File: src/design/c2fs_pkg.sv
package c2fs_pkg;

    localparam int COORD_WIDTH_DEF   = 16;
    localparam int CORDIC_STAGES_DEF = 16;

    // Pre-scale puts the top magnitude bit at 2^57 whatever the coordinate width,
    // so the vectoring datapath width is fixed.
    localparam int PRESCALE_BASE = 58;
    localparam int DATA_W        = 61;
    localparam int ANG_W         = 32;
    localparam int ATAN_LEN      = 24;
    localparam int OUT_W         = 16;
    localparam int ANG_FRAC      = 15;

    localparam logic [OUT_W-1:0]        RHO_MAX   = 16'hFFFF;
    localparam logic [OUT_W-1:0]        ANG_MAX   = 16'h8000;
    localparam logic signed [ANG_W-1:0] ANG_HALF  = 32'sd536870912;
    localparam logic signed [ANG_W-1:0] ANG_RND   = 32'sd16384;

    typedef struct packed {
        logic signed [DATA_W-1:0] cx;
        logic signed [DATA_W-1:0] cy;
        logic signed [ANG_W-1:0]  z;
    } t_cordic_vec;

    // atan(2^-i)/pi in units of 2^-30
    function automatic logic signed [ANG_W-1:0] atan_coef(input logic [4:0] idx);
        logic signed [ANG_W-1:0] v;
        case (idx)
            5'd0:    v = 32'sd268435456;
            5'd1:    v = 32'sd158466703;
            5'd2:    v = 32'sd83729454;
            5'd3:    v = 32'sd42502378;
            5'd4:    v = 32'sd21333666;
            5'd5:    v = 32'sd10677233;
            5'd6:    v = 32'sd5339919;
            5'd7:    v = 32'sd2670123;
            5'd8:    v = 32'sd1335082;
            5'd9:    v = 32'sd667543;
            5'd10:   v = 32'sd333772;
            5'd11:   v = 32'sd166886;
            5'd12:   v = 32'sd83443;
            5'd13:   v = 32'sd41722;
            5'd14:   v = 32'sd20861;
            5'd15:   v = 32'sd10430;
            5'd16:   v = 32'sd5215;
            5'd17:   v = 32'sd2608;
            5'd18:   v = 32'sd1304;
            5'd19:   v = 32'sd652;
            5'd20:   v = 32'sd326;
            5'd21:   v = 32'sd163;
            5'd22:   v = 32'sd81;
            5'd23:   v = 32'sd41;
            default: v = '0;
        endcase
        return v;
    endfunction

    // Round half up to Q1.15 and clamp to [0, 1].
    function automatic logic [OUT_W-1:0] angle_round(input logic signed [ANG_W-1:0] z);
        logic signed [ANG_W-1:0]  t;
        logic [ANG_W-ANG_FRAC-1:0] q;
        logic [OUT_W-1:0]          r;
        t = z + ANG_RND;
        q = t[ANG_W-1:ANG_FRAC];
        if (t[ANG_W-1]) begin
            r = '0;
        end else if (q > (ANG_W-ANG_FRAC)'(ANG_MAX)) begin
            r = ANG_MAX;
        end else begin
            r = q[OUT_W-1:0];
        end
        return r;
    endfunction

endpackage

File: src/design/c2fs_cordic_cell.sv
module c2fs_cordic_cell
    import c2fs_pkg::*;
#(
    parameter int IDX    = 0,
    parameter bit ACTIVE = 1'b1
) (
    input  logic        i_clk,
    input  logic        i_en,
    input  t_cordic_vec i_d,
    output t_cordic_vec o_q
);

    t_cordic_vec             r_q;
    t_cordic_vec             n_q;
    logic signed [DATA_W-1:0] w_dx;
    logic signed [DATA_W-1:0] w_dy;
    logic signed [ANG_W-1:0]  w_a;
    logic                     w_pos;

    always_comb begin
        w_dx  = i_d.cy >>> IDX;
        w_dy  = i_d.cx >>> IDX;
        w_a   = atan_coef(5'(IDX));
        w_pos = ~i_d.cy[DATA_W-1] & (|i_d.cy);
        n_q   = i_d;
        if (ACTIVE) begin
            // rotate towards the x axis: sign of y picks the direction
            if (w_pos) begin
                n_q.cx = i_d.cx + w_dx;
                n_q.cy = i_d.cy - w_dy;
                n_q.z  = i_d.z + w_a;
            end else begin
                n_q.cx = i_d.cx - w_dx;
                n_q.cy = i_d.cy + w_dy;
                n_q.z  = i_d.z - w_a;
            end
        end
    end

    always_ff @(posedge i_clk) begin
        if (i_en) begin
            r_q <= n_q;
        end
    end

    assign o_q = r_q;

endmodule

File: config.mk
export PLATFORM = sky130hd
export DESIGN_NAME = c2fs_cordic_cell
export DESIGN_NICKNAME = d
export VERILOG_FILES = /design/src/design/c2fs_pkg.sv /design/src/design/c2fs_cordic_cell.sv
export SDC_FILE = /design/constraint.sdc
export NUM_CORES = 1
export LEC_CHECK = 0
export BUFFER_PORTS_ARGS = -buffer_cell sky130_fd_sc_hd__buf_4
export CAP_MARGIN = 20
export CELL_PAD_IN_SITES_DETAIL_PLACEMENT = 0
export CELL_PAD_IN_SITES_GLOBAL_PLACEMENT = 1
export CORE_ASPECT_RATIO = 0.9
export CORE_MARGIN = 3
export CORE_UTILIZATION = 38
export CTS_CLUSTER_DIAMETER = 40
export DETAILED_ROUTE_END_ITERATION = 8
export GPL_TIMING_DRIVEN = 0
export PLACE_DENSITY = 0.75
export SYNTH_ARGS = -nofsm -noshare
export SYNTH_HDL_FRONTEND = slang
export SYNTH_SLANG_ARGS = --single-unit
File: constraint.sdc
create_clock -name i_clk -period 3.2 [get_ports i_clk]
set_clock_uncertainty 0.05 [all_clocks]
set_input_delay 0.16 -clock i_clk [delete_from_list [all_inputs] [get_ports i_clk]]
set_output_delay 0.16 -clock i_clk [all_outputs]
set_load 0.03 [all_outputs]
# Yosys cells after proc, flatten, opt, wreduce, memory -nomap -nowiden
# Cells that the tools add are included.
# totals
word_cells	12
inputBits	156
reg_bits	154
output_inout_bits	154
# classes
n_bitwise	2
n_reduce_logical	1
addsub	5
muxes	1
# ops
operator	n
$mux W154	1
$sub A61 B61 Y61	2
$add A61 B61 Y61	1
$reduce_or A61 Y1	1
$add A32 B30 Y32 const B	1
$sub A32 B30 Y32 const B	1
$and A1 B1 Y1	1
$not A1 Y1	1

# Depth between registers and ports, before layout
# depth
ltp_word	3
depth_mapped	14
mapped_depth_nobuf	13

# Worst setup path after synthesis
# Ideal clock, no wire load.
# synth_timing
kind	in2reg
startpoint	in i_d[50] (netlist name)
endpoint	reg r_q (netlist bit o_q[146]), data pin
setup_ps	258
slack_ps	40
t_arrival_ps	2852
cell_stages	12
path_buffers	0
required_ps	2892
path_cell_list	inv_1 ha_1 or3_4 or4_4 a21oi_1 a2111oi_0 a211oi_2 o21ai_2 a2111oi_4 o21ai_2 a211oi_1 nor2_1
# synth_rtl
item	line	source
start: declaration	c2fs_cordic_cell.sv:9	input t_cordic_vec i_d,
end signal: assignment	c2fs_cordic_cell.sv:42	r_q <= n_q;
end: declaration	c2fs_cordic_cell.sv:13	t_cordic_vec r_q;

==> impl_results.md <==
* Static power due to leakage at 0.00897 µW
* Part of the cycle the worst path needs at 1.02
* Die width at 224 µm
* Flip-flop and latch count after synthesis at 153
* Vias in the first global route at 17100
* Synthesized net count at 2373
* Wire length of the first global-routing pass at 115000 µm
* Type of element capturing the critical path: flop
* Clock root cell: sky130_fd_sc_hd__clkbuf_16
* Internal power of the cells at 5160 µW
* Standard-cell row count at 71
* Clock period minus final worst setup slack at 3.27 ns
* Vias/cell at 6.05
* Clock Pin Slew Worst Setup and Hold Paths at 0.07 ns
* Final worst setup slack at -0.0726 ns
* Actual slew at the worst max-slew pin at 1.22 ns
* Final instance count without filler cells at 2963
* Final setup violation count at 6
* Number of antenna repair diodes at 0
* Total buffers and inverters traversed by the critical path at 3
* Estimated wirelength of the detail-placed design at 64000 µm
* Maximum frequency from static timing analysis at 306 MHz
* Data required time at the worst endpoint at 3.38 ns
* Quantity of I/O buffers inserted on ports at 309
* DRC Markers at 0
* Number of nets with antenna violations after detailed routing at 0
* Min-Delay Path Class: in -> reg
* Cell area after technology mapping at 0.0163 mm²
* Post-synth EDFFs at 153
* Drt pass-1 iters at 6
* CTS max path bufs at 2
* Dominant synthesized flop cell: sky130_fd_sc_hd__edfxtp_1
* Share of final-layout standard cells stronger than drive strength 1 at 0.223
* Async S/R FF share, synth at 0
* Violations in the final reports: negative setup slack
* Placed Cells at 2894
* DIE AREA at 0.0454 mm²
* Total count of hold-check failures in the final report at 0
* Cell with the most instances on the worst path: sky130_fd_sc_hd__o21ai_4
* Area Growth Syn to Fin at 30.2%
* Most frequent cells in the layout: 322 x sky130_fd_sc_hd__buf_4, 284 x sky130_fd_sc_hd__a21oi_1, 181 x sky130_fd_sc_hd__inv_1
* Critical path's slowest cell: sky130_fd_sc_hd__or4_4
* Number of sinks on the clock net at 153
* Number of levels the H-tree was split into at 4
* Number of antenna violations at the first check in global routing at 1
* I/O pins at 310
* Part of the power in combinational logic at 0.483
* Unique masters post-synth at 71
* Psw at 4080 µW
* Maximum resistive drop on vdd at 0.000342 V
* Outcome: finished with violations
* Yosys warning count at 0
* Post-synthesis average cell area at 8.02 µm²
* Post-synthesis cell count at 2031
* Kind of cell adding the most delay to the critical path: compound AO/OA/AOI/OAI gates
* Maximum number of pins on one net before global-route repair at 95
* Overall track demand over capacity in global routing at 0.340
* Weighted congestion at the end of routability-driven global placement at 1.02
* Vertical die dimension at 202 µm
* Residual overflow from global routing at 0
* Core Footprint at 0.0420 mm²
* CP max stage delay at 0.53 ns
* Vias post-DR at 17900
* Critical path start-end classification: in -> reg
* Worst endpoint data arrival time at 3.45 ns
* Clk network pwr share at 0.223
* Flip-flop count of the largest register, all copies and words added at 153
* Worst relative slew slack at 0.187
* Power per standard cell area at 436 mW/mm²
* Total Nets Final at 2745
* Relative contribution of sequential cells to total power at 0.294
* Number of buffers added by the clock tree synthesis step at 17
* Total count of max-transition violations in the final report at 0
* Critical path cell sequence: buf_8 -> inv_4 -> ha_4 -> or3_4 -> or4_4 -> nor3_2 -> o211ai_1 -> a211oi_4 -> o21ai_4 -> a2111oi_4 -> buf_6 -> o21ai_4 -> a211o_1
* Switch share at 0.441
* Overall routed net length at 79500 µm
* DRC marker count from the first detailed-route iteration at 2177
* Most common library cell in the layout ignoring fill and taps: sky130_fd_sc_hd__buf_4
* Effective utilization at floorplan at 0.388
* Critical path startpoint category: primary input
* Share of the yosys chip area belonging to registers at 0.282
* Maximum Capacitance Violations at 0
* CTS tree: built
* Hold Slack at 0.0201 ns
* Largest fanout of any net on the critical path at 6
* Routed wirelength normalized by instance count at 26.8 µm
* Setup repair after global routing missed its margin: yes
==> cell families after synthesis <==
logic type / share of synthesized area
AO/OA/AOI/OAI: 0.284
AND/OR/NAND/NOR: 0.146
buffers and inverters: 0.0671
adder cells (fa/ha/maj): 0.145
flip-flops: 0.282
XOR/XNOR: 0.0645
multiplexers: 0.0117
==> layout make-up <==
| type | count | area, µm² |
|---|---|---|
| clock inverter | 15 | 145 |
| clock buffer | 17 | 425 |
| sequential | 153 | 4590 |
| timing repair buffer | 362 | 2890 |
| inverter | 192 | 726 |
| fill | 4174 | 20800 |
| tap | 547 | 684 |
| buffer | 89 | 397 |
| multi-input combinational | 1588 | 11300 |
==> power by group through the flow <==
stage | combinational, µW | clock, µW | sequential [µW]
final | 4470 | 2060 | 2720
after global routing | 4710 | 2190 | 2750
after CTS | 4240 | 2110 | 2720
after detailed placement | 4090 | 0 | 2760
after global placement | 4100 | 0 | 2750
after floorplan | 1790 | 0 | 3380
==> final timing paths <==
| path | startpoint | endpoint | slack [ns] | cells past startpoint |
|---|---|---|---|---|
| max | i_d[50] | o_q[85]$_DFFE_PP_ | -0.07 | 13 |
| min | i_d[31] | o_q[31]$_DFFE_PP_ | 0.02 | 3 |
==> through the flow <==
step                worst slack [ns]  utilization  total power, µW  setup TNS [ns]  instance area, µm²
floorplan                     0.0400            -             5170               0               16300
global placement               -1.77        0.459             6860         -124.62               19300
CTS                          0.00287        0.493             9070               0               20700
global route                 -0.0950        0.505             9640          -0.509               21200
finish                       -0.0726        0.505             9250          -0.170               21200
detailed placement             -1.52        0.462             6860         -111.18               19400
==> synth_stat cells (5+ instances only) <==
library cell / instances / area [µm²]
sky130_fd_sc_hd__or4_1: 8 / 60.1
sky130_fd_sc_hd__clkbuf_1: 79 / 297
sky130_fd_sc_hd__o221ai_1: 6 / 52.6
sky130_fd_sc_hd__nor4_1: 37 / 231
sky130_fd_sc_hd__a31oi_1: 12 / 75.1
sky130_fd_sc_hd__a21o_1: 44 / 330
sky130_fd_sc_hd__and2_1: 8 / 50.1
sky130_fd_sc_hd__inv_1: 188 / 706
sky130_fd_sc_hd__nor3_1: 38 / 190
sky130_fd_sc_hd__or3_1: 5 / 31.3
sky130_fd_sc_hd__o211ai_1: 19 / 143
sky130_fd_sc_hd__ha_1: 182 / 2280
sky130_fd_sc_hd__xor2_1: 7 / 61.3
sky130_fd_sc_hd__and3_1: 6 / 37.5
sky130_fd_sc_hd__nand2_1: 126 / 473
sky130_fd_sc_hd__a31o_2: 5 / 43.8
sky130_fd_sc_hd__edfxtp_1: 153 / 4590
sky130_fd_sc_hd__nor2_1: 158 / 593
sky130_fd_sc_hd__nand4_1: 33 / 206
sky130_fd_sc_hd__nand2b_1: 19 / 119
sky130_fd_sc_hd__mux2i_1: 19 / 190
sky130_fd_sc_hd__buf_1: 18 / 67.6
sky130_fd_sc_hd__a21boi_0: 8 / 60.1
sky130_fd_sc_hd__nand3_1: 25 / 125
sky130_fd_sc_hd__o31ai_1: 24 / 180
sky130_fd_sc_hd__or2_2: 5 / 31.3
sky130_fd_sc_hd__nor2b_1: 18 / 113
sky130_fd_sc_hd__o21a_1: 14 / 105
sky130_fd_sc_hd__a211oi_1: 27 / 203
sky130_fd_sc_hd__and4_1: 6 / 52.6
sky130_fd_sc_hd__o21bai_1: 62 / 465
sky130_fd_sc_hd__o21ai_0: 182 / 911
sky130_fd_sc_hd__a221oi_1: 8 / 70.1
sky130_fd_sc_hd__xnor2_1: 113 / 990
sky130_fd_sc_hd__a21oi_1: 303 / 1520
==> metal layers <==
metal | track usage | share of wire
met4 | 0.102 | 0.029
met1 | 0.494 | 0.45
met5 | 0 | 0
met2 | 0.515 | 0.43
met3 | 0.0627 | 0.092
==> what timing repair did <==
item | 4_1_cts | 5_1_grt
setup buffers | 8 | 9
gates resized for setup | 98 | 135
pin swaps | 9 | 25
hold buffers | 29 | 0
endpoints found under the setup margin | 112 | 59
endpoints found under the hold margin | 29 | 0
cloned | 0 | 0
Note: power is estimated with default switching activity, not from simulation.
