==> src/design/c2fs_pkg.sv <==
package c2fs_pkg;

    localparam int COORD_WIDTH_DEF   = 16;
    localparam int CORDIC_STAGES_DEF = 16;

    // Pre-scale puts the top magnitude bit at 2^57 whatever the coordinate width,
    // so the vectoring datapath width is fixed.
    localparam int PRESCALE_BASE = 58;
    localparam int DATA_W        = 61;
    localparam int ANG_W         = 32;
    localparam int ATAN_LEN      = 24;
    localparam int OUT_W         = 16;
    localparam int ANG_FRAC      = 15;

    localparam logic [OUT_W-1:0]        RHO_MAX   = 16'hFFFF;
    localparam logic [OUT_W-1:0]        ANG_MAX   = 16'h8000;
    localparam logic signed [ANG_W-1:0] ANG_HALF  = 32'sd536870912;
    localparam logic signed [ANG_W-1:0] ANG_RND   = 32'sd16384;

    typedef struct packed {
        logic signed [DATA_W-1:0] cx;
        logic signed [DATA_W-1:0] cy;
        logic signed [ANG_W-1:0]  z;
    } t_cordic_vec;

    // atan(2^-i)/pi in units of 2^-30
    function automatic logic signed [ANG_W-1:0] atan_coef(input logic [4:0] idx);
        logic signed [ANG_W-1:0] v;
        case (idx)
            5'd0:    v = 32'sd268435456;
            5'd1:    v = 32'sd158466703;
            5'd2:    v = 32'sd83729454;
            5'd3:    v = 32'sd42502378;
            5'd4:    v = 32'sd21333666;
            5'd5:    v = 32'sd10677233;
            5'd6:    v = 32'sd5339919;
            5'd7:    v = 32'sd2670123;
            5'd8:    v = 32'sd1335082;
            5'd9:    v = 32'sd667543;
            5'd10:   v = 32'sd333772;
            5'd11:   v = 32'sd166886;
            5'd12:   v = 32'sd83443;
            5'd13:   v = 32'sd41722;
            5'd14:   v = 32'sd20861;
            5'd15:   v = 32'sd10430;
            5'd16:   v = 32'sd5215;
            5'd17:   v = 32'sd2608;
            5'd18:   v = 32'sd1304;
            5'd19:   v = 32'sd652;
            5'd20:   v = 32'sd326;
            5'd21:   v = 32'sd163;
            5'd22:   v = 32'sd81;
            5'd23:   v = 32'sd41;
            default: v = '0;
        endcase
        return v;
    endfunction

    // Round half up to Q1.15 and clamp to [0, 1].
    function automatic logic [OUT_W-1:0] angle_round(input logic signed [ANG_W-1:0] z);
        logic signed [ANG_W-1:0]  t;
        logic [ANG_W-ANG_FRAC-1:0] q;
        logic [OUT_W-1:0]          r;
        t = z + ANG_RND;
        q = t[ANG_W-1:ANG_FRAC];
        if (t[ANG_W-1]) begin
            r = '0;
        end else if (q > (ANG_W-ANG_FRAC)'(ANG_MAX)) begin
            r = ANG_MAX;
        end else begin
            r = q[OUT_W-1:0];
        end
        return r;
    endfunction

endpackage

==> src/design/c2fs_sqrt_cell.sv <==
module c2fs_sqrt_cell
    import c2fs_pkg::*;
#(
    parameter int COORD_WIDTH = COORD_WIDTH_DEF,
    parameter bit ACTIVE      = 1'b1
) (
    input  logic                     i_clk,
    input  logic                     i_en,
    input  logic [2*COORD_WIDTH-1:0] i_s,
    input  logic [COORD_WIDTH+1:0]   i_rem,
    input  logic [COORD_WIDTH-1:0]   i_root,
    output logic [2*COORD_WIDTH-1:0] o_s,
    output logic [COORD_WIDTH+1:0]   o_rem,
    output logic [COORD_WIDTH-1:0]   o_root
);

    localparam int W = COORD_WIDTH;

    logic [2*W-1:0] r_s;
    logic [W+1:0]   r_rem;
    logic [W-1:0]   r_root;
    logic [2*W-1:0] n_s;
    logic [W+1:0]   n_rem;
    logic [W-1:0]   n_root;
    logic [W+1:0]   w_acc;
    logic [W+1:0]   w_trial;

    always_comb begin
        w_acc   = {i_rem[W-1:0], i_s[2*W-1 -: 2]};
        w_trial = {i_root, 2'b01};
        n_s     = i_s;
        n_rem   = i_rem;
        n_root  = i_root;
        if (ACTIVE) begin
            // one result bit: bring down two radicand bits, try root*4+1
            n_s = {i_s[2*W-3:0], 2'b00};
            if (w_acc >= w_trial) begin
                n_rem  = w_acc - w_trial;
                n_root = {i_root[W-2:0], 1'b1};
            end else begin
                n_rem  = w_acc;
                n_root = {i_root[W-2:0], 1'b0};
            end
        end
    end

    always_ff @(posedge i_clk) begin
        if (i_en) begin
            r_s    <= n_s;
            r_rem  <= n_rem;
            r_root <= n_root;
        end
    end

    assign o_s    = r_s;
    assign o_rem  = r_rem;
    assign o_root = r_root;

endmodule
==> config.mk <==
export PLATFORM = sky130hd
export DESIGN_NAME = c2fs_sqrt_cell
export DESIGN_NICKNAME = d
export VERILOG_FILES = /design/src/design/c2fs_pkg.sv /design/src/design/c2fs_sqrt_cell.sv
export SDC_FILE = /design/constraint.sdc
export NUM_CORES = 1
export LEC_CHECK = 0
export BUFFER_PORTS_ARGS = -buffer_cell sky130_fd_sc_hd__buf_2
export CAP_MARGIN = 0
export CORE_ASPECT_RATIO = 0.7
export CORE_MARGIN = 10
export CORE_UTILIZATION = 45
export CTS_BUF_LIST = sky130_fd_sc_hd__clkbuf_2
export DETAILED_ROUTE_END_ITERATION = 10
export PLACE_DENSITY = 0.87
export SETUP_SLACK_MARGIN = 0.3
export SLEW_MARGIN = 15
export SYNTH_ARGS = -nofsm -noshare
export SYNTH_HDL_FRONTEND = slang
export SYNTH_SLANG_ARGS = --single-unit
==> constraint.sdc <==
create_clock -name i_clk -period 4.1 [get_ports i_clk]
set_input_delay 0.82 -clock i_clk [delete_from_list [all_inputs] [get_ports i_clk]]
set_output_delay 0.82 -clock i_clk [all_outputs]
set_load 0.1 [all_outputs]
* Word-level counts from Yosys, hierarchy flattened
Index checks and enable logic that the tools add are counted.
** Operators by class
- Order comparisons :: 1
- Multiplexer cells :: 2
- $add $sub $neg :: 1
** Operators by type and width (count)
- greater-or-equal comparator 18 bit :: 1
- two-way mux 18 bit :: 1
- subtractor 18 bit :: 1
- two-way mux 1 bit :: 1
** Word-level totals
- Bits of input ports :: 68
- Logic and storage cells :: 7
- Flip-flop bits (word level) :: 64
- Output and inout bits :: 66

* Depth between registers and ports, before layout
Gate-level depths: netlist (run 1).
- Depth after elaboration :: 2
- Depth in mapped cells :: 11
- Mapped depth without buffers :: 9

* Worst setup path before layout (run 1)
Ideal clock, no wire load.
- Kind :: input -> register
- From :: input i_root[9]
- To :: register r_rem[10], in the netlist o_rem[10] (data pin)
- Stages :: 10
- Buffers on the path :: 1
- Data required time :: 3.840 ns
- Setup slack :: 0.942 ns
- Arrival :: 2.898 ns
- Cells stage by stage :: inv_1 ha_1 nand2_2 or3_1 o41a_1 o21ai_4 nor2_4 inv_4 buf_12 mux2_4
** On the way
- Word-level cells in the longest chain between the ends :: 2
** Ends and longest elaborated chain
- start, declared :: RTL line c2fs_sqrt_cell.sv:11 : input logic [COORD_WIDTH-1:0] i_root,
- greater-or-equal comparator 18 bit :: RTL line c2fs_sqrt_cell.sv:37 : if (w_acc >= w_trial) begin
- two-way mux 18 bit :: RTL line c2fs_sqrt_cell.sv:37
- via n_rem[10] :: RTL line c2fs_sqrt_cell.sv:23 : logic [W+1:0] n_rem;
- end signal, assigned :: RTL line c2fs_sqrt_cell.sv:50 : r_rem <= n_rem;
- end, declared :: RTL line c2fs_sqrt_cell.sv:20 : logic [W+1:0] r_rem;
The timed path passes the listed nets, and every way through them passes these cells.
A chain may end at the register's enable or synchronous reset.

* Worst setup path after layout (run 1)
- From :: input i_root[13]
- To :: register r_rem[3], in the netlist o_rem[3] (data pin)
Same word-level chain as after synthesis.

==> parameters.txt, run 1 <==
Parameter                              Value

Clocking
  CTS sink count ... 64
  Buffer cell driving the clock tree root ... sky130_fd_sc_hd__clkbuf_2
  Post-CTS Repair Setup Buffers ... 0
  CTS H-Tree Depth ... 3
  TritonCTS clock tree ... built
  Post-cts hold buffer count ... 0
  Number of buffers inserted during clock tree synthesis ... 9
  Post-CTS Resized ... 0
  Maximum buffer depth of the clock tree ... 2
  Clock-pin slew of the registers on the worst-case setup and hold paths ... 0.19 ns

Die
  FP Rows ... 25
  Starting density of the core ... 47.0%
  Die ar. ... 0.0110 sq mm
  Width of the die ... 121 microns
  Core ar. ... 0.00685 sq mm
  Ports placed on the boundary ... 134
  Die extent in y ... 90.8 microns

Worst setup path
  Arrival time worst endpoint ... 3.28 ns
  Chain of cells forming the critical path ... buf_2 -> inv_1 -> ha_1 -> nand3_1 -> or3_1 -> o41a_1 -> o21ai_4 -> nor2_4 -> inv_4 -> mux2_2
  Data required time at the worst endpoint ... 4.38 ns
  First element of the critical path ... i_root[13]
  Critical path type ... input pin to register
  Maximum net fanout on the critical path ... 12
  Critical Path Source Type ... input pin
  Worst stage delay on the critical path ... 0.50 ns
  Library cell contributing the largest single delay on the critical path ... sky130_fd_sc_hd__o41a_1
  Category of the worst setup path capture point ... register

Final layout
  Post-layout utilization of the core ... 60.0%
  Inserted Diodes ... 0
  Sequential standard cell area ... 0.00192 sq mm
  Fillers ... 564
  Nets@finish ... 468
  Synthesis-to-finish area growth ... 27.5%
  Ratio of cells with drive above 1 in the final layout ... 41.9%
  Area used by multi-input combinational logic ... 0.00116 sq mm
  Final standard cell area without fillers ... 0.00411 sq mm

Synth
  Mapped Cells ... 244
  Area of the mapped netlist ... 0.00322 sq mm
  Average cell area after synthesis ... 13.2 sq um
  Predominant post-synthesis flop cell ... sky130_fd_sc_hd__edfxtp_1
  Unique masters post-synth ... 45
  Yosys Warn Count ... 0
  Share of synthesized area occupied by flip-flops and latches ... 59.7%
  Seq cells post-synth ... 64
  Number of enable-type register cells in the synthesized netlist ... 64
  Share of flip-flops with an asynchronous set or reset ... 0%

Routing
  DRC Markers ... 0
  Detail-routed net length per standard cell ... 18.0 microns
  Number of violations reported at the end of detailed-routing iteration 0 ... 191
  Post-detailed-routing wire length ... 8650 microns
  Via count ... 2,510
  Via-per-instance ratio ... 5.22
  Number of search-and-repair iterations in the first detailed-routing pass ... 4
  Antenna-violating nets left ... 0

GRT
  Overall routing resource usage ... 15.3%
  Antenna violations before repair ... 0
  Via count of the first global-routing pass ... 2,545
  Maximum number of pins on one net before global-route repair ... 26
  Final global-route overflow total ... 0
  First-pass GRT wire length ... 13,400 microns

Hold path
  Hold path startpoint ... i_s[29]
  Worst Hold Depth ... 1
  Hold/Removal Path Class ... input pin to register

Power
  P_sw ... 0.894 mW
  Part of the total power dissipated in combinational logic ... 37.9%
  Sequential share of power ... 38.3%
  Fraction of power consumed by the clock network ... 23.8%
  Leakage ... 1.84 nW
  Internal ... 1.22 mW
  Max VDD drop ... 0.000241 V
  Fraction of power spent switching nets ... 42.3%
  P per Cell Area ... 515 mW/mm^2

Timing
  Period utilization ... 73.2%
  Sum Neg Setup Slack ... 0 ns
  Worst Hold Slack ... 0.474 ns
  Highest clock frequency the design can meet ... 333 MHz
  Setup Viol. Count Final ... 0
  Number of hold violations in the final report ... 0
  Min Tclk post-route ... 3.00 ns
  Pins Over Slew Limit ... 0
  Setup repair after global routing missed its margin ... false
  Max-slew headroom ... 46.1%
  Slew @ Worst Pin ... 0.800 ns

Place
  Routability congestion estimate from global placement ... 0.837
  PortBufs ... 129
  Dpl hpwl ... 6950 microns
  Placed Area ... 0.00395 sq mm

Outcome
  Result of the run ... finished clean

Run
  # Max-Cap Violations ... 0
[flip-flops by register name (all words and copies together), names as in the netlist]
register and flops:
o_rem 18, o_s 30, o_root 16
[per-layer routing]
metal | vias up | track usage (%) | routed length [microns]
met5 | - | 0 | 0
met4 | 0 | 2.38 | 19
met3 | 4 | 8.18 | 954
met2 | 133 | 22.3 | 3680
met1 | 1171 | 20.0 | 3990
li1 | 1202 | - | -
[metrics by stage]
step | worst slack (ns) | power (mW) | cells
after global placement | 0.578 | 1.62 | 465
after CTS | 1.14 | 2.14 | 481
after global routing | 1.03 | 2.21 | 481
after detailed placement | 0.564 | 1.63 | 465
final | 1.10 | 2.11 | 481
after floorplan | 0.942 | 1.49 | 245
[power by group through the flow]
stage	logic (mW)	registers (mW)	clock network (mW)
finish	0.801	0.810	0.503
global route	0.839	0.816	0.558
CTS	0.804	0.811	0.525
detailed placement	0.802	0.826	0
global placement	0.795	0.822	0
floorplan	0.197	1.29	0
[Yosys cell counts (all sizes together), types with 5 or more instances]
cell    number  area [sq um]
a21o         5          38.8
a21oi       16          80.1
edfxtp      64          1920
ha          18           225
inv         19          73.8
mux2        10           143
nand2       14          55.1
nand3        8          40.0
nor2        10          45.0
o211ai       5          37.5
o21a        10          75.1
o21ai       14          81.3
xnor2        7          61.3
xor2         6          52.6
[final timing paths]
| check | to | slack (ns) |
|---|---|---|
| setup / recovery | o_rem[3] | 1.10 |
| hold / removal | o_s[31] | 0.47 |
[area by class of cell]
| cell class | count | area share, % |
|---|---|---|
| multi-input cells | 156 | 28.3 |
| flip-flops and latches | 64 | 46.8 |
| clock buffers | 9 | 1.10 |
| well taps | 94 | 2.86 |
| repair buffers | 132 | 16.3 |
| clock inverters | 7 | 2.86 |
| inverters | 19 | 1.80 |
[logic make-up after synthesis]
logic type	share of synthesized area, %
AO/OA/AOI/OAI	13.8
adder cells (fa/ha/maj)	6.99
XOR/XNOR	3.53
flip-flops	59.7
other	0.116
AND/OR/NAND/NOR	7.15
buffers and inverters	4.31
multiplexers	4.43
[worst max-delay path: cells and delay by family]
kind	cells	cell delay [ns]
and+or+nand+nor	3	0.59
muxes	1	0.36
AOI/OAI and AO/OA	2	0.71
buffers and inverters	3	0.33
adders and majority gates	1	0.46
[layout by cell type, fill, tap and decap left out, types with 2 or more instances in the layout]
| cell type | n |
|---|---|
| sky130_fd_sc_hd__nand2b_1 | 2 |
| sky130_fd_sc_hd__a211oi_1 | 4 |
| sky130_fd_sc_hd__edfxtp_1 | 64 |
| sky130_fd_sc_hd__a21oi_1 | 16 |
| sky130_fd_sc_hd__xnor2_1 | 7 |
| sky130_fd_sc_hd__o211ai_1 | 5 |
| sky130_fd_sc_hd__a21o_1 | 4 |
| sky130_fd_sc_hd__o21a_1 | 10 |
| sky130_fd_sc_hd__clkinvlp_4 | 2 |
| sky130_fd_sc_hd__mux2_4 | 8 |
| sky130_fd_sc_hd__o21bai_1 | 2 |
| sky130_fd_sc_hd__nand4_1 | 3 |
| sky130_fd_sc_hd__inv_1 | 18 |
| sky130_fd_sc_hd__nor2_1 | 9 |
| sky130_fd_sc_hd__a211o_1 | 2 |
| sky130_fd_sc_hd__nor3_1 | 4 |
| sky130_fd_sc_hd__mux2_2 | 2 |
| sky130_fd_sc_hd__or3_1 | 2 |
| sky130_fd_sc_hd__buf_4 | 3 |
| sky130_fd_sc_hd__buf_2 | 129 |
| sky130_fd_sc_hd__conb_1 | 2 |
| sky130_fd_sc_hd__nand2_1 | 13 |
| sky130_fd_sc_hd__ha_1 | 18 |
| sky130_fd_sc_hd__xor2_1 | 6 |
| sky130_fd_sc_hd__clkbuf_2 | 9 |
| sky130_fd_sc_hd__nand3_1 | 8 |
| sky130_fd_sc_hd__bufinv_16 | 3 |
| sky130_fd_sc_hd__o21ai_0 | 13 |
No activity file was read; power rests on OpenSTA's default activity.
==> inputs of run 2 (changes only) <==
==> constraint.sdc (replaced) <==
create_clock -name i_clk -period 3.05 [get_ports i_clk]
set_input_delay 0.61 -clock i_clk [delete_from_list [all_inputs] [get_ports i_clk]]
set_output_delay 0.61 -clock i_clk [all_outputs]
set_load 0.1 [all_outputs]
==> run 2 against run 1 <==
  * Via count rose by 1.6%
  * Clock power rose by 34%
  * Combinational power grew 39%
  * Worst setup slack got worse by 0.52 ns
  * Core utilization up 1.8 points
  * Hold slack worse by 0.20 ns
  * Largest cell class unchanged
==> parameters.txt, run 2 (synthesis results as in run 1) <==
Parameter                              Value

Place
  Count of placed standard cells including taps ... 474 (was 465)
  DP Worst Slack ... 0.0690 ns (was 0.564 ns)
  Routability congestion estimate from global placement ... 0.846 (was 0.837)
  PortBufs ... 129 (unchanged)
  Dpl hpwl ... 7180 microns (was 6950 microns)

Power
  Max VDD drop ... 0.000346 V (was 0.000241 V)
  Final Total Pwr ... 2.87 mW (was 2.11 mW)
  P per Cell Area ... 677 mW/mm^2 (was 515 mW/mm^2)
  Leakage ... 1.89 nW (was 1.84 nW)

Final layout
  Inserted Diodes ... 0 (unchanged)
  Sequential standard cell area ... 0.00192 sq mm (unchanged)
  Nets@finish ... 477 (was 468)
  Post-layout instance count excluding filler cells ... 490 (was 481)
  Fillers ... 551 (was 564)
  Commonest non-fill, non-tap cell in the layout ... sky130_fd_sc_hd__buf_2 (unchanged)
  Most frequent cells in the layout ... 129 x sky130_fd_sc_hd__buf_2, 64 x sky130_fd_sc_hd__edfxtp_1, 17 x sky130_fd_sc_hd__inv_1 (was 129 x sky130_fd_sc_hd__buf_2, 64 x sky130_fd_sc_hd__edfxtp_1, 18 x sky130_fd_sc_hd__inv_1, 18 x sky130_fd_sc_hd__ha_1, 16 x sky130_fd_sc_hd__a21oi_1)
  Synthesis-to-finish area growth ... 31.4% (was 27.5%)
  Number of flip-flops under the largest register name ... 30 (unchanged)
  Area used by multi-input combinational logic ... 0.00121 sq mm (was 0.00116 sq mm)
  Ratio of cells with drive above 1 in the final layout ... 44.4% (was 41.9%)

Die
  Width of the die ... 121 microns (unchanged)
  Die extent in y ... 90.8 microns (unchanged)
  Core ar. ... 0.00685 sq mm (unchanged)
  FP Rows ... 25 (unchanged)
  Starting density of the core ... 47.0% (unchanged)
  Ports placed on the boundary ... 134 (unchanged)
  Die ar. ... 0.0110 sq mm (unchanged)

Worst setup path
  Maximum net fanout on the critical path ... 5 (was 12)
  Category of the worst setup path capture point ... register (unchanged)
  Critical path type ... input pin to register (unchanged)
  Critical Path Source Type ... input pin (unchanged)
  Data required time at the worst endpoint ... 3.30 ns (was 4.38 ns)
  Arrival time worst endpoint ... 2.72 ns (was 3.28 ns)

Clocking
  Post-CTS Repair Setup Buffers ... 0 (unchanged)
  Maximum buffer depth of the clock tree ... 2 (unchanged)
  Buffer cell driving the clock tree root ... sky130_fd_sc_hd__clkbuf_2 (unchanged)
  CTS H-Tree Depth ... 3 (unchanged)
  TritonCTS clock tree ... built (unchanged)
  Number of buffers inserted during clock tree synthesis ... 9 (unchanged)
  CTS sink count ... 64 (unchanged)
  Post-CTS Resized ... 0 (unchanged)
  Clock-pin slew of the registers on the worst-case setup and hold paths ... 0.18 ns (was 0.19 ns)
  Post-cts hold buffer count ... 0 (unchanged)

Routing
  DRC Markers ... 0 (unchanged)
  Detail-routed net length per standard cell ... 18.1 microns (was 18.0 microns)
  Number of violations reported at the end of detailed-routing iteration 0 ... 146 (was 191)
  Met3 WL ... 1150 microns (was 954 microns)
  Via-per-instance ratio ... 5.20 (was 5.22)
  Via count ... 2,549 (was 2,510)
  Met1 Wirelength ... 3820 microns (was 3990 microns)
  Post-detailed-routing wire length ... 8860 microns (was 8650 microns)
  Top routing layer used ... met4 (unchanged)
  Number of search-and-repair iterations in the first detailed-routing pass ... 5 (was 4)
  Routed met2 length ... 3770 microns (was 3680 microns)
  Antenna-violating nets left ... 0 (unchanged)

Timing
  Sum Neg Setup Slack ... 0 ns (unchanged)
  Pins Over Slew Limit ... 0 (unchanged)
  Fin worst setup slack ... 0.579 ns (was 1.10 ns)
  Period utilization ... 81.0%
  Highest clock frequency the design can meet ... 405 MHz
  Setup repair after global routing missed its margin ... false (unchanged)
  Setup Viol. Count Final ... 0 (unchanged)
  Max-slew headroom ... 66.0% (was 46.1%)
  Number of hold violations in the final report ... 0 (unchanged)
  Min Tclk post-route ... 2.47 ns
  Slew @ Worst Pin ... 0.513 ns (was 0.800 ns)

Hold path
  Hold/Removal Path Class ... input pin to register (unchanged)
  Worst Hold Depth ... 1 (unchanged)

Outcome
  Result of the run ... finished clean (unchanged)

GRT
  Via count of the first global-routing pass ... 2,529 (was 2,545)
  Maximum number of pins on one net before global-route repair ... 34 (was 26)
  First-pass GRT wire length ... 13,700 microns (was 13,400 microns)
  Antenna violations before repair ... 0 (unchanged)
  Overall routing resource usage ... 15.7% (was 15.3%)
  Final global-route overflow total ... 0 (unchanged)

Run
  # Max-Cap Violations ... 0 (unchanged)
run 2: changes by cell type in the layout (fill, tap and decap cells not counted), sizes merged:
cell,before,now
buf,132,141
clkinvlp,2,1
clkinv,1,2
run 2: worst paths after layout:
kind,startpoint,to,slack (ns)
worst max-delay path,i_root[0],o_rem[17],0.58
worst min-delay path,i_s[16],o_s[18],0.28
run 2: metal layers:
layer / vias up / global-route usage (%)
met5: - / 0
met4: 0 / 5.25
met3: 11 / 7.62
met2: 133 / 23.1
met1: 1183 / 19.6
li1: 1222 / -
run 2: layout make-up:
class,count,share of cell area (%)
inverter,19,2.04
tap,94,2.78
multi-input combinational,156,28.5
sequential,64,45.4
clock inverter,7,2.81
clock buffer,9,1.06
timing repair buffer,141,17.4
run 2: per-stage QoR:
stage | util [%] | cell area (sq um) | hold WS [ns]
2_1_floorplan | - | 3290 | 0.709
6_report | 61.8 | 4230 | 0.275
3_3_place_gp | 59.4 | 4070 | 0.787
5_1_grt | 61.8 | 4230 | 0.200
4_1_cts | 61.8 | 4230 | 0.231
3_5_place_dp | 59.4 | 4070 | 0.789
run 2: power breakdown:
part           internal [mW]  switching, mW  total, mW
sequential              1.07         0.0182       1.09
combinational          0.237          0.870       1.11
clock                  0.355          0.317      0.672
run 2: critical path, cell delays in order:
cell,delay (ns)
sky130_fd_sc_hd__buf_2,0.09
sky130_fd_sc_hd__inv_1,0.04
sky130_fd_sc_hd__ha_1,0.37
sky130_fd_sc_hd__o211ai_1,0.13
sky130_fd_sc_hd__o21a_1,0.24
sky130_fd_sc_hd__a2111oi_0,0.42
sky130_fd_sc_hd__buf_4,0.20
sky130_fd_sc_hd__nor3_1,0.07
sky130_fd_sc_hd__o311ai_0,0.39
sky130_fd_sc_hd__o21ai_0,0.17
